[config.mk]
export PLATFORM = sky130hd
export DESIGN_NAME = record_exchange_sort_by_score_unit
export DESIGN_NICKNAME = d
export VERILOG_FILES = /design/src/hw/rtl/rxs_pkg.sv /design/src/hw/rtl/rxs_datapath.sv /design/src/hw/rtl/rxs_controller.sv /design/src/hw/rtl/record_exchange_sort_by_score_unit.sv
export SDC_FILE = /design/constraint.sdc
export NUM_CORES = 2
export LEC_CHECK = 0
export CORE_MARGIN = 2
export CORE_UTILIZATION = 55
export CTS_BUF_LIST = sky130_fd_sc_hd__clkbuf_4
export DETAILED_ROUTE_END_ITERATION = 8
export DONT_BUFFER_PORTS = 1
export PLACE_DENSITY = 0.81
export SLEW_MARGIN = 20
export SYNTH_ARGS = -nofsm -noshare
export SYNTH_HDL_FRONTEND = slang
export SYNTH_SLANG_ARGS = --single-unit
[constraint.sdc]
create_clock -name clk -period 9.24 [get_ports clk]
set_clock_uncertainty 0.05 [all_clocks]
set_input_delay 1.386 -clock clk [delete_from_list [all_inputs] [get_ports clk]]
set_output_delay 1.386 -clock clk [all_outputs]
set_load 0.03 [all_outputs]
[src/hw/rtl/rxs_pkg.sv]
//------------------------------------------------------------------------------
// rxs_pkg
// Shared widths, record type, sort key and the control/status bundles
// between the sort controller and its datapath.
//------------------------------------------------------------------------------
`default_nettype none

package rxs_pkg;

	localparam int MAX_RECORDS_DEF = 32;

	localparam int ID_W    = 31;
	localparam int YEAR_W  = 12;
	localparam int SCORE_W = 10;
	localparam int SUM_W   = 12;

	typedef struct packed {
		logic [ID_W-1:0]    id;
		logic [YEAR_W-1:0]  year;
		logic [SCORE_W-1:0] math;
		logic [SCORE_W-1:0] physics;
		logic [SCORE_W-1:0] chemistry;
	} record_t;

	// controller -> datapath
	typedef struct packed {
		logic rd_en;        // registered read of the record store
		logic wr_en;        // write to the record store
		logic wr_from_cur;  // write data: 1 = held record, 0 = incoming word
		logic cur_load;     // held record takes the read data
		logic out_load;     // output register takes the read data
		logic out_last;     // marks the final word of the run
		logic out_ovf;      // batch was truncated
	} ctl_cmd_t;

	// datapath -> controller
	typedef struct packed {
		logic key_gt;       // key(held) > key(read data)
		logic out_free;     // output register can take a word this cycle
	} dp_status_t;

	// sort key: exact sum of the three scores (max 3069)
	function automatic logic [SUM_W-1:0] key_of(input record_t r);
		logic [SUM_W-1:0] s;
		s = SUM_W'(r.math) + SUM_W'(r.physics) + SUM_W'(r.chemistry);
		return s;
	endfunction

endpackage

`default_nettype wire

[src/hw/rtl/rxs_datapath.sv]
//------------------------------------------------------------------------------
// rxs_datapath
// Record store (one write, one registered read port), held-record register
// for the exchange pass, key compare, and the output register.
//------------------------------------------------------------------------------
`default_nettype none

module rxs_datapath #(
	parameter int MAX_RECORDS = rxs_pkg::MAX_RECORDS_DEF,
	localparam int AW = $clog2(MAX_RECORDS)
) (
	input  wire logic                         clk,
	input  wire logic                         arst_n,
	input  wire rxs_pkg::ctl_cmd_t            cmd,
	input  wire logic [AW-1:0]                raddr,
	input  wire logic [AW-1:0]                waddr,
	input  wire logic [rxs_pkg::ID_W-1:0]     student_id,
	input  wire logic [rxs_pkg::YEAR_W-1:0]   birth_year,
	input  wire logic [rxs_pkg::SCORE_W-1:0]  math_score,
	input  wire logic [rxs_pkg::SCORE_W-1:0]  physics_score,
	input  wire logic [rxs_pkg::SCORE_W-1:0]  chemistry_score,
	output rxs_pkg::dp_status_t               status,
	output logic                              out_valid,
	input  wire logic                         out_ready,
	output logic [rxs_pkg::ID_W-1:0]          out_id,
	output logic [rxs_pkg::YEAR_W-1:0]        out_year,
	output logic [rxs_pkg::SCORE_W-1:0]       out_math,
	output logic [rxs_pkg::SCORE_W-1:0]       out_physics,
	output logic [rxs_pkg::SCORE_W-1:0]       out_chemistry,
	output logic [rxs_pkg::SUM_W-1:0]         score_sum,
	output logic                              out_last,
	output logic                              overflow_flag
);
	import rxs_pkg::*;

	record_t mem_q [MAX_RECORDS];
	record_t rd_q;
	record_t cur_q;
	record_t in_rec;
	record_t wdata;

	logic             out_valid_q;
	record_t          out_rec_q;
	logic [SUM_W-1:0] out_sum_q;
	logic             out_last_q;
	logic             out_ovf_q;

	always_comb begin
		in_rec.id        = student_id;
		in_rec.year      = birth_year;
		in_rec.math      = math_score;
		in_rec.physics   = physics_score;
		in_rec.chemistry = chemistry_score;
		wdata            = cmd.wr_from_cur ? cur_q : in_rec;
	end

	// record store
	always_ff @(posedge clk) begin
		if (cmd.wr_en) begin
			mem_q[waddr] <= wdata;
		end
		if (cmd.rd_en) begin
			rd_q <= mem_q[raddr];
		end
	end

	// held record of the current exchange pass
	always_ff @(posedge clk) begin
		if (cmd.cur_load) begin
			cur_q <= rd_q;
		end
	end

	assign status.key_gt   = key_of(cur_q) > key_of(rd_q);
	assign status.out_free = !out_valid_q || out_ready;

	// output register
	always_ff @(posedge clk or negedge arst_n) begin
		if (!arst_n) begin
			out_valid_q <= 1'b0;
		end else if (cmd.out_load) begin
			out_valid_q <= 1'b1;
		end else if (out_ready) begin
			out_valid_q <= 1'b0;
		end
	end

	always_ff @(posedge clk) begin
		if (cmd.out_load) begin
			out_rec_q  <= rd_q;
			out_sum_q  <= key_of(rd_q);
			out_last_q <= cmd.out_last;
			out_ovf_q  <= cmd.out_ovf;
		end
	end

	assign out_valid     = out_valid_q;
	assign out_id        = out_rec_q.id;
	assign out_year      = out_rec_q.year;
	assign out_math      = out_rec_q.math;
	assign out_physics   = out_rec_q.physics;
	assign out_chemistry = out_rec_q.chemistry;
	assign score_sum     = out_sum_q;
	assign out_last      = out_last_q;
	assign overflow_flag = out_ovf_q;

	// a full output register is never overwritten
	a_no_overwrite: assert property (@(posedge clk) disable iff (!arst_n)
		cmd.out_load |-> (!out_valid_q || out_ready))
		else $error("output register overwritten while full");

endmodule

`default_nettype wire

[src/hw/rtl/rxs_controller.sv]
//------------------------------------------------------------------------------
// rxs_controller
// Batch fill counter and sequencer for load, exchange sort and emit.
//------------------------------------------------------------------------------
`default_nettype none

module rxs_controller #(
	parameter int MAX_RECORDS = rxs_pkg::MAX_RECORDS_DEF,
	localparam int AW = $clog2(MAX_RECORDS),
	localparam int CW = $clog2(MAX_RECORDS + 1)
) (
	input  wire logic                 clk,
	input  wire logic                 arst_n,
	input  wire logic                 in_valid,
	output logic                      in_ready,
	input  wire logic                 last_in_batch,
	input  wire rxs_pkg::dp_status_t  status,
	output rxs_pkg::ctl_cmd_t         cmd,
	output logic [AW-1:0]             raddr,
	output logic [AW-1:0]             waddr
);
	import rxs_pkg::*;

	typedef enum logic [6:0] {
		S_IDLE    = 7'b0000001,
		S_START   = 7'b0000010,
		S_LOAD    = 7'b0000100,
		S_SCAN    = 7'b0001000,
		S_NEXT    = 7'b0010000,
		S_EMIT_RD = 7'b0100000,
		S_EMIT_LD = 7'b1000000
	} state_t;

	state_t        state_q, state_d;
	logic [CW-1:0] count_q, count_d;
	logic          ovf_q, ovf_d;
	logic [AW-1:0] a_q, a_d;
	logic [AW-1:0] b_q, b_d;
	logic [AW-1:0] k_q, k_d;
	logic [AW-1:0] last_idx;
	logic          has_room;
	logic          in_acc;

	assign last_idx = AW'(count_q - CW'(1));
	assign has_room = count_q < CW'(MAX_RECORDS);
	assign in_ready = (state_q == S_IDLE);
	assign in_acc   = in_valid && in_ready;

	always_comb begin
		state_d = state_q;
		count_d = count_q;
		ovf_d   = ovf_q;
		a_d     = a_q;
		b_d     = b_q;
		k_d     = k_q;
		cmd     = '0;
		raddr   = '0;
		waddr   = '0;

		unique case (state_q)
			S_IDLE: begin
				waddr = count_q[AW-1:0];
				if (in_acc) begin
					if (has_room) begin
						cmd.wr_en = 1'b1;
						count_d   = count_q + CW'(1);
					end else begin
						ovf_d = 1'b1;
					end
					if (last_in_batch) begin
						state_d = S_START;
					end
				end
			end
			S_START: begin
				k_d = '0;
				if (last_idx == '0) begin
					state_d = S_EMIT_RD;
				end else begin
					cmd.rd_en = 1'b1;
					raddr     = '0;
					a_d       = '0;
					state_d   = S_LOAD;
				end
			end
			S_LOAD: begin
				// read data holds entry a
				cmd.cur_load = 1'b1;
				cmd.rd_en    = 1'b1;
				raddr        = AW'(a_q + AW'(1));
				b_d          = AW'(a_q + AW'(1));
				state_d      = S_SCAN;
			end
			S_SCAN: begin
				// read data holds entry b
				waddr = b_q;
				if (status.key_gt) begin
					cmd.wr_en       = 1'b1;
					cmd.wr_from_cur = 1'b1;
					cmd.cur_load    = 1'b1;
				end
				if (b_q == last_idx) begin
					state_d = S_NEXT;
				end else begin
					cmd.rd_en = 1'b1;
					raddr     = AW'(b_q + AW'(1));
					b_d       = AW'(b_q + AW'(1));
				end
			end
			S_NEXT: begin
				cmd.wr_en       = 1'b1;
				cmd.wr_from_cur = 1'b1;
				waddr           = a_q;
				if (AW'(a_q + AW'(1)) == last_idx) begin
					k_d     = '0;
					state_d = S_EMIT_RD;
				end else begin
					cmd.rd_en = 1'b1;
					raddr     = AW'(a_q + AW'(1));
					a_d       = AW'(a_q + AW'(1));
					state_d   = S_LOAD;
				end
			end
			S_EMIT_RD: begin
				cmd.rd_en = 1'b1;
				raddr     = k_q;
				state_d   = S_EMIT_LD;
			end
			S_EMIT_LD: begin
				if (status.out_free) begin
					cmd.out_load = 1'b1;
					cmd.out_last = (k_q == last_idx);
					cmd.out_ovf  = ovf_q;
					if (k_q == last_idx) begin
						count_d = '0;
						ovf_d   = 1'b0;
						state_d = S_IDLE;
					end else begin
						k_d     = AW'(k_q + AW'(1));
						state_d = S_EMIT_RD;
					end
				end
			end
			default: begin
				state_d = S_IDLE;
			end
		endcase
	end

	always_ff @(posedge clk or negedge arst_n) begin
		if (!arst_n) begin
			state_q <= S_IDLE;
			count_q <= '0;
			ovf_q   <= 1'b0;
			a_q     <= '0;
			b_q     <= '0;
			k_q     <= '0;
		end else begin
			state_q <= state_d;
			count_q <= count_d;
			ovf_q   <= ovf_d;
			a_q     <= a_d;
			b_q     <= b_d;
			k_q     <= k_d;
		end
	end

	a_count_bound: assert property (@(posedge clk) disable iff (!arst_n)
		count_q <= CW'(MAX_RECORDS))
		else $error("record count above capacity");

	a_scan_order: assert property (@(posedge clk) disable iff (!arst_n)
		(state_q == S_SCAN) |-> (b_q > a_q && b_q <= last_idx))
		else $error("scan index out of order");

	a_run_end: assert property (@(posedge clk) disable iff (!arst_n)
		cmd.out_load && cmd.out_last |=> (state_q == S_IDLE && count_q == '0 && !ovf_q))
		else $error("batch state not cleared after final word");

endmodule

`default_nettype wire

[src/hw/rtl/record_exchange_sort_by_score_unit.sv]
//------------------------------------------------------------------------------
// record_exchange_sort_by_score_unit
// Collects a batch of records, sorts it ascending by the sum of the three
// scores with an exchange sort, and streams the records out in that order.
//
//   channel  | handshake             | payload
//   ---------+-----------------------+----------------------------------------
//   in       | in_valid / in_ready   | student_id, birth_year, math_score,
//            |                       | physics_score, chemistry_score,
//            |                       | last_in_batch
//   out      | out_valid / out_ready | out_id, out_year, out_math, out_physics,
//            |                       | out_chemistry, score_sum, out_last,
//            |                       | overflow_flag
//
// A batch is loaded at one word per cycle while in_valid is high, sorted
// in place, then read out of the store word by word into the output register.
// The sort is bound by the single read port of the record store: one
// compare-and-exchange per cycle while a scan pass runs.
// in_ready is high only while the batch is being loaded; the last word of a
// run may still sit in the output register while the next batch loads.
// A stall on out_ready holds the emit sequence; nothing is dropped.
// Reset clears the control state only; the store needs no clearing since
// only entries written in the current batch are ever read.
//------------------------------------------------------------------------------
`default_nettype none

module record_exchange_sort_by_score_unit #(
	parameter int MAX_RECORDS = rxs_pkg::MAX_RECORDS_DEF
) (
	input  wire logic                         clk,
	input  wire logic                         arst_n,
	input  wire logic                         in_valid,
	output logic                              in_ready,
	input  wire logic [rxs_pkg::ID_W-1:0]     student_id,
	input  wire logic [rxs_pkg::YEAR_W-1:0]   birth_year,
	input  wire logic [rxs_pkg::SCORE_W-1:0]  math_score,
	input  wire logic [rxs_pkg::SCORE_W-1:0]  physics_score,
	input  wire logic [rxs_pkg::SCORE_W-1:0]  chemistry_score,
	input  wire logic                         last_in_batch,
	output logic                              out_valid,
	input  wire logic                         out_ready,
	output logic [rxs_pkg::ID_W-1:0]          out_id,
	output logic [rxs_pkg::YEAR_W-1:0]        out_year,
	output logic [rxs_pkg::SCORE_W-1:0]       out_math,
	output logic [rxs_pkg::SCORE_W-1:0]       out_physics,
	output logic [rxs_pkg::SCORE_W-1:0]       out_chemistry,
	output logic [rxs_pkg::SUM_W-1:0]         score_sum,
	output logic                              out_last,
	output logic                              overflow_flag
);
	import rxs_pkg::*;

	localparam int AW = $clog2(MAX_RECORDS);

	ctl_cmd_t   cmd;
	dp_status_t status;
	logic [AW-1:0] raddr;
	logic [AW-1:0] waddr;

	// sequencer: fill count, sort indices, emit index
	rxs_controller #(
		.MAX_RECORDS(MAX_RECORDS)
	) u_ctl (
		.clk           (clk),
		.arst_n        (arst_n),
		.in_valid      (in_valid),
		.in_ready      (in_ready),
		.last_in_batch (last_in_batch),
		.status        (status),
		.cmd           (cmd),
		.raddr         (raddr),
		.waddr         (waddr)
	);

	// store, held record, key compare, output register
	rxs_datapath #(
		.MAX_RECORDS(MAX_RECORDS)
	) u_dp (
		.clk             (clk),
		.arst_n          (arst_n),
		.cmd             (cmd),
		.raddr           (raddr),
		.waddr           (waddr),
		.student_id      (student_id),
		.birth_year      (birth_year),
		.math_score      (math_score),
		.physics_score   (physics_score),
		.chemistry_score (chemistry_score),
		.status          (status),
		.out_valid       (out_valid),
		.out_ready       (out_ready),
		.out_id          (out_id),
		.out_year        (out_year),
		.out_math        (out_math),
		.out_physics     (out_physics),
		.out_chemistry   (out_chemistry),
		.score_sum       (score_sum),
		.out_last        (out_last),
		.overflow_flag   (overflow_flag)
	);

endmodule

`default_nettype wire
Word-level counts from Yosys, hierarchy flattened:

Memory sizes are Yosys's and may differ from the RTL's. A register that Yosys moved wholly into a read port is not among the register bits.
Cells that the tools add are included.

* add/subtract/negate cells: 9
* reductions and logical operators: 17
* equal/unequal tests: 22
* magnitude comparators: 2
* multiplexer cells: 48

Operators with widths (count)
* 73-bit two-way mux: 1
* 7-bit case mux with 7 select lines: 1
* 6-bit two-way mux: 7
* 5-bit two-way mux: 8
* 5-bit case mux with 3 select lines: 2
* 7-bit two-way mux: 4
* 12-bit by 10-bit adder with 12-bit output: 2
* 10-bit by 10-bit adder with 11-bit output: 2
* 5-bit case mux with 2 select lines: 2
* 5-bit case mux with 4 select lines: 1
* 2-bit inequality test (second input constant): 9
* 5-bit by 1-bit adder with 5-bit output (second input constant): 3
* 5-bit equality test: 3
* 1-bit two-way mux: 13
* 12-bit greater-than comparator: 1
* 6-bit case mux with 2 select lines: 1
* 5-bit AND reduction: 2
* 3-bit two-way mux: 3
* 4-bit AND reduction: 2
* 2-bit nonzero test: 4
* 7-bit by 1-bit equality test with 1-bit output (second input constant): 1
* 7-bit by 2-bit equality test with 1-bit output (second input constant): 1
* 7-bit by 3-bit equality test with 1-bit output (second input constant): 1
* 7-bit by 4-bit equality test with 1-bit output (second input constant): 1
* 18 further kinds: 23

* input port bits: 78
* bits in writable memories: 2336
* logic and storage cells: 119
* memories kept: 1
* bits in registers: 190
* output and inout port bits: 89

Memory list
* u_dp.mem_q: depth 32, width 73, read ports 1, clocked after memory_dff 1, write ports 1, line rxs_datapath.sv:36 `record_t mem_q [MAX_RECORDS];`

Depth between registers and ports, before layout:

* depth in word-level cells: 7
* gate-level depth with buffers: 28
* depth with buffers taken out: 27

Hierarchy:

Synthesis repeated with hierarchy kept, for this count alone.

* cell total of the unflattened synthesis: 4847
* area total of the unflattened synthesis: 100151.1 sq um

By module, submodules not included
* rxs_datapath: seq. area each 77169.0 sq um, times used 1, cells an instance 4595, area each 97966.5 sq um
* rxs_controller: seq. area each 726.9 sq um, times used 1, cells an instance 252, area each 2184.6 sq um

Worst setup path after synthesis:

Ideal clock, no wire load.

* path kind: flip-flop to flip-flop
* start point: register, netlist name u_dp.rd_q[10]
* end point: memory u_dp.mem_q[28][0] in the netlist's numbering (enable)
* arrival time: 7.788 ns
* clock period less this slack: 8.343 ns
* path slack: 0.897 ns
* cell stages (with the launch flop): 27
* path buffers: 1
* library setup time: 0.505 ns
* required time: 8.685 ns
* cell sequence: edfxtp_1 > ha_1 > inv_1 > fa_1 > nor2b_1 > o21ai_0 > a21boi_0 > o21ai_0 > a21boi_0 > o21a_1 > nor2_1 > xnor2_1 > ha_1 > a21oi_1 > nand2_1 > and2_1 > or2_2 > ha_1 > nand4_1 > or2_2 > o221ai_1 > o211ai_1 > nand2_1 > clkbuf_1 > o21ba_2 > nand2_1 > nor2_1

* word-level cells in the longest chain between the ends: 7

Ends and longest elaborated chain
* 10-bit by 10-bit adder with 11-bit output: line rxs_pkg.sv:45 `s = SUM_W'(r.math) + SUM_W'(r.physics) + SUM_W'(r.chemistry);`
* 12-bit by 10-bit adder with 12-bit output: line rxs_pkg.sv:45
* 12-bit greater-than comparator: line rxs_datapath.sv:74 `assign status.key_gt = key_of(cur_q) > key_of(rd_q);`
* 3-bit two-way mux: line rxs_controller.sv:97 `if (status.key_gt) begin`
* 1-bit case mux with 3 select lines: line rxs_controller.sv:60 `unique case (state_q)`
* 1-bit two-way mux: line rxs_datapath.sv:59 `if (cmd.wr_en) begin`
* 1-bit two-way mux (implied by the code): line rxs_datapath.sv:60 `mem_q[waddr] <= wdata;`
* to (decl): line rxs_datapath.sv:36

Every way passes these cells.

Worst setup path in the final report:

* start point: register, netlist name u_dp.rd_q[20]
* end point: memory u_dp.mem_q[31][55] in the netlist's numbering (enable)

* word-level cells in the longest chain between the ends: 7

Ends and longest elaborated chain (line)
* 10-bit by 10-bit adder with 11-bit output: rxs_pkg.sv:45
* 12-bit by 10-bit adder with 12-bit output: rxs_pkg.sv:45
* 12-bit greater-than comparator: rxs_datapath.sv:74
* 3-bit two-way mux: rxs_controller.sv:97
* 1-bit case mux with 3 select lines: rxs_controller.sv:60
* 1-bit two-way mux: rxs_datapath.sv:59
* 1-bit two-way mux (implied by the code): rxs_datapath.sv:60

Every way passes these cells.

==> results.md <==
- The post-synthesis average cell area is about 16 µm².
- The fraction of post-synthesis cell area in the top cell type by area is 75.7%.
- Power comes to 0.0304 W.
- The beginning of the worst register-to-register path is u_dp.rd_q[20].
- The slowest library cell on the worst path is sky130_fd_sc_hd__nor2_4.
- The clock tree buffer depth is 4.
- Once the floorplan was initialized, standard cells occupied 55.2% of the core.
- The worst-case IR drop observed on VDD is 0.351 mV.
- For this run, the register share of the synthesized area comes to 76.4%.
- The worst setup path is captured at a flip-flop.
- Counting the fill cells in the layout gives 12600.
- The power per standard cell area is ~270 nW/µm².
- The peak clock frequency supported by timing is 0.130 GHz.
- In the routed layout, each cell is associated on average with a via count of around 6.4.
- Among all flip-flop cells after synthesis, the most frequent one is sky130_fd_sc_hd__edfxtp_1.
- Clock-pin slew was measured on the worst setup and hold paths at ~0.07 ns.
- During synthesis, Yosys emitted a total of 0 warnings.
- The number of clock sinks seen by CTS is between 2000 and 3000.
- The most frequent cell after synthesis is sky130_fd_sc_hd__edfxtp_1.
- The number of nets still failing antenna checks after routing is 0.
- Summing all non-filler instances in the final layout gives an area of 113000 µm².
- The final wirelength is between 200 and 300 mm.
- The synthesized design contains approximately 2600 register bits.
- The number of cells after detailed placement is roughly 9000.
- Data arrives at the worst endpoint at approximately 8.7 ns.
- At the pin with the least slew margin, the transition time is roughly 1.1 ns.
- The first TritonRoute pass finished after 9 iterations.
- The period utilization is 83.1%.
- The die is about 430 µm wide.
- The die covers approximately 190000 µm².
- In the post-route analysis, the smallest setup slack over all paths is approximately 1.6 ns.
- The number of clock buffers added by TritonCTS is 612.
- In the final timing run, aggregate negative setup slack is 0 ns.
- The number of buffers added on ports is 0.
- The layout-stage area growth over the synthesis result is 10.8%.
- For hold timing, the worst endpoint is u_ctl.ovf_q.
- CTS built an H-tree with a depth of 6.
- The synthesized netlist net count is between 6000 and 7000.
- The count of nets after finishing is around 7000.
- Counting flops with an async set or reset pin after synthesis yields a share of under 10%.
- The root buffer cell is sky130_fd_sc_hd__clkbuf_4.
- The setup path with the least slack is of type reg2reg.
- The weighted congestion reported at the end of routability-driven placement is a little under 0.9.
- For this run, the slowest stage of the critical path takes slightly below 1 ns.
- After detailed routing, the number of remaining DRC violations is 0.
- The first global-routing pass estimated just over 400 mm of wire.
- The total track usage is between 20% and 30%.
- The via count of the first global-routing pass is 62000.
- The total count of max-transition violations in the final report is 0.
- Cells with a size suffix above 1 make up ~18% of the layout.
- The worst pin sits at a relative slew slack of a little under a quarter.
- The count of endpoints failing hold in the final timing report came to 0.
- The critical path startpoint is u_dp.rd_q[20].
- In the final routed layout, each cell accounts on average for about 28 µm.
- Summing every instance area after synthesis gives 102000 µm².
- The total half-perimeter wirelength after legalization and detailed placement is about 150 mm.
- The class of the tightest hold or removal check is in2reg.
- Counting distinct cell types in the post-synthesis netlist gives 84.
- The startpoint identified for the worst hold timing path is in_valid.
- In this run the critical register-to-register path is captured at u_dp.mem_q[31][55].
- In this run the static leakage power is 37.3 nW.
- In this run the core area contains approximately 160 standard-cell rows.
- Ranked by total cell area, the synthesized netlist is headed by sky130_fd_sc_hd__edfxtp_1 (76%), sky130_fd_sc_hd__nand2_1 (4.7%), sky130_fd_sc_hd__mux2i_1 (4.2%).
- The count of endpoints failing setup in the final report is 0.
- The top fanout value on the critical path is 22.
- The flow ran to the end, and the final reports show no timing, DRC or antenna violations.
- The worst setup timing slack at the placement stage is 1.69 ns.
- For the worst setup path, the data required time is roughly 10 ns.
- The worst setup path is launched from a flip-flop.
- The number of placed I/O pins is 167.
- The total congestion overflow after global routing is 0.
- After detailed placement, the total cell area comes to 105000 µm².
- The instance count along the most critical hold path is 2.
- Across the run, the number of max-cap violations was 0.
- The dominant cell type by area after synthesis is sky130_fd_sc_hd__edfxtp_1.
- The vertical die dimension is between 400 and 500 µm.
- The routed via count is around 63000.
- Counting flops with a built-in enable in the synthesized netlist gives around 2600.
- The count of cells in the finished layout, fillers not included, comes to between 9000 and 10000.
- The worst path needs roughly 7.7 ns of the cycle, external delays included.
- The placeable core region is 185000 µm².
- Ranked by instance count, the synthesized netlist is headed by sky130_fd_sc_hd__edfxtp_1 (2569), sky130_fd_sc_hd__nand2_1 (1272), sky130_fd_sc_hd__nand3_1 (459).
- The initial antenna violation count is 34.
- Setup repair after global routing left no endpoint under its margin.
- TritonCTS built the clock tree.
- The post-CTS setup-driven buffer insertion count is 0.
- Entering global routing, the biggest net connects 140 pins.
- The first routing iteration left between 10000 and 15000 violations.
- Setup slack on the worst reg-to-reg path comes out at ~1.6 ns.
- The clock latency of the later-clocked register in the worst-skew pair is approximately 1.4 ns.
- The number of cell instances on the worst register-to-register path is 26.
- Counting every instance in the synthesized netlist gives approximately 6600.
[logic make-up (layout without fill, tap and decap cells)]
logic type               count (synthesis)  after routing  synth area share, %
AO/OA/AOI/OAI                          759            759                 4.84
XOR/XNOR                                62             62                0.596
adder cells (fa/ha/maj)                 67             67                0.852
buffers and inverters                  397           1218                 1.79
flip-flops                            2599           2599                 76.4
multiplexers                           576            576                 6.51
other                                    0             25                    0
AND/OR/NAND/NOR                       2094           2094                 9.00
[how the worst max path moves through the flow]
stage                               to  slack, ns
floorplan            u_dp.mem_q[28][0]       0.90
global placement    u_dp.mem_q[31][16]       1.54
detailed placement  u_dp.mem_q[31][28]       1.69
CTS                 u_dp.mem_q[31][48]       1.62
global route        u_dp.mem_q[31][53]       1.15
finish              u_dp.mem_q[31][55]       1.56
[critical path: cells and delay by family (launching register included)]
family / cells / cell delay (ns)
flops: 1 / 0.40
fa+ha+maj: 4 / 1.23
buf+inv: 2 / 0.51
compound gates: 9 / 1.82
simple gates: 11 / 3.28
[routing by layer]
layer | wire length (µm) | part of all wire, % | track usage, % | vias up
li1 | - | - | - | 26300
met1 | 94100 | 33 | 37.1 | 30400
met2 | 133000 | 47 | 46.5 | 5370
met3 | 40800 | 15 | 9.43 | 876
met4 | 12700 | 4.5 | 13.7 | 34
met5 | 238 | 0.085 | 0 | -
[sequential cells by signal, indices dropped and copies added (netlist names), 5 cells and up]
register	cells
u_dp.cur_q	73
u_dp.rd_q	73
u_ctl.a_q	5
u_dp.out_year	12
u_dp.out_id	31
u_ctl.count_q	6
u_ctl.state_q	7
u_dp.score_sum	12
u_dp.out_math	10
u_ctl.b_q	5
u_ctl.k_q	5
u_dp.out_chemistry	10
u_dp.mem_q	2336
u_dp.out_physics	10
[per-stage QoR]
stage               util, %  hold slack [ns]
global route           61.1           0.0296
detailed placement     57.0            0.383
global placement       57.0            0.377
CTS                    61.0          0.00791
finish                 61.1            0.138
floorplan                 -            0.371
[report_power, final]
part,internal (W),switching (W)
combinational,0.00214,0.00452
sequential,0.0143,0.000367
clock,0.00466,0.00437
[cell usage in the layout, fill, tap and decap left out, types with 9 or more instances in the layout]
master and n:
sky130_fd_sc_hd__edfxtp_1 2569, sky130_fd_sc_hd__nand2_1 1263, sky130_fd_sc_hd__clkbuf_4 891, sky130_fd_sc_hd__nand3_1 456
sky130_fd_sc_hd__mux2i_1 428, sky130_fd_sc_hd__a21oi_1 251, sky130_fd_sc_hd__o22ai_1 130, sky130_fd_sc_hd__buf_4 109
sky130_fd_sc_hd__clkinv_1 106, sky130_fd_sc_hd__mux2_2 87, sky130_fd_sc_hd__nor4_1 75, sky130_fd_sc_hd__ha_1 63
sky130_fd_sc_hd__mux4_2 61, sky130_fd_sc_hd__nor2_1 60, sky130_fd_sc_hd__a31oi_1 58, sky130_fd_sc_hd__and3_1 49
sky130_fd_sc_hd__o21ai_0 48, sky130_fd_sc_hd__o221ai_1 45, sky130_fd_sc_hd__a21o_1 43, sky130_fd_sc_hd__nand4_1 40
sky130_fd_sc_hd__nor2_4 40, sky130_fd_sc_hd__xnor2_1 37, sky130_fd_sc_hd__buf_12 36, sky130_fd_sc_hd__inv_1 35
sky130_fd_sc_hd__a211oi_1 30, sky130_fd_sc_hd__dfrtp_1 29, sky130_fd_sc_hd__diode_2 25, sky130_fd_sc_hd__a32oi_1 25
sky130_fd_sc_hd__o22a_1 24, sky130_fd_sc_hd__a22oi_1 21, sky130_fd_sc_hd__xor2_1 19, sky130_fd_sc_hd__or3_1 18
sky130_fd_sc_hd__nor3_1 15, sky130_fd_sc_hd__inv_2 13, sky130_fd_sc_hd__clkinv_2 13, sky130_fd_sc_hd__nand2b_1 9
sky130_fd_sc_hd__a311oi_1 9, sky130_fd_sc_hd__or4_1 9, sky130_fd_sc_hd__bufinv_16 9
[final cells by class]
cell class,count,area [µm²],share of cell area [%]
clock inverters,144,811,0.718
repair buffers,146,1550,1.37
flip-flops and latches,2599,77900,69.0
multi-input cells,3558,22700,20.1
clock buffers,891,6690,5.92
inverters,37,141,0.125
diodes,25,62.6,0.0554
well taps,2480,3100,2.75
[what timing repair did]
item,4_1_cts,5_1_grt
hold endpoints to repair,30,0
resized for setup,0,0
hold buffers,2,0
endpoints found under the setup margin,0,0
(Power assumes the default switching activity.)
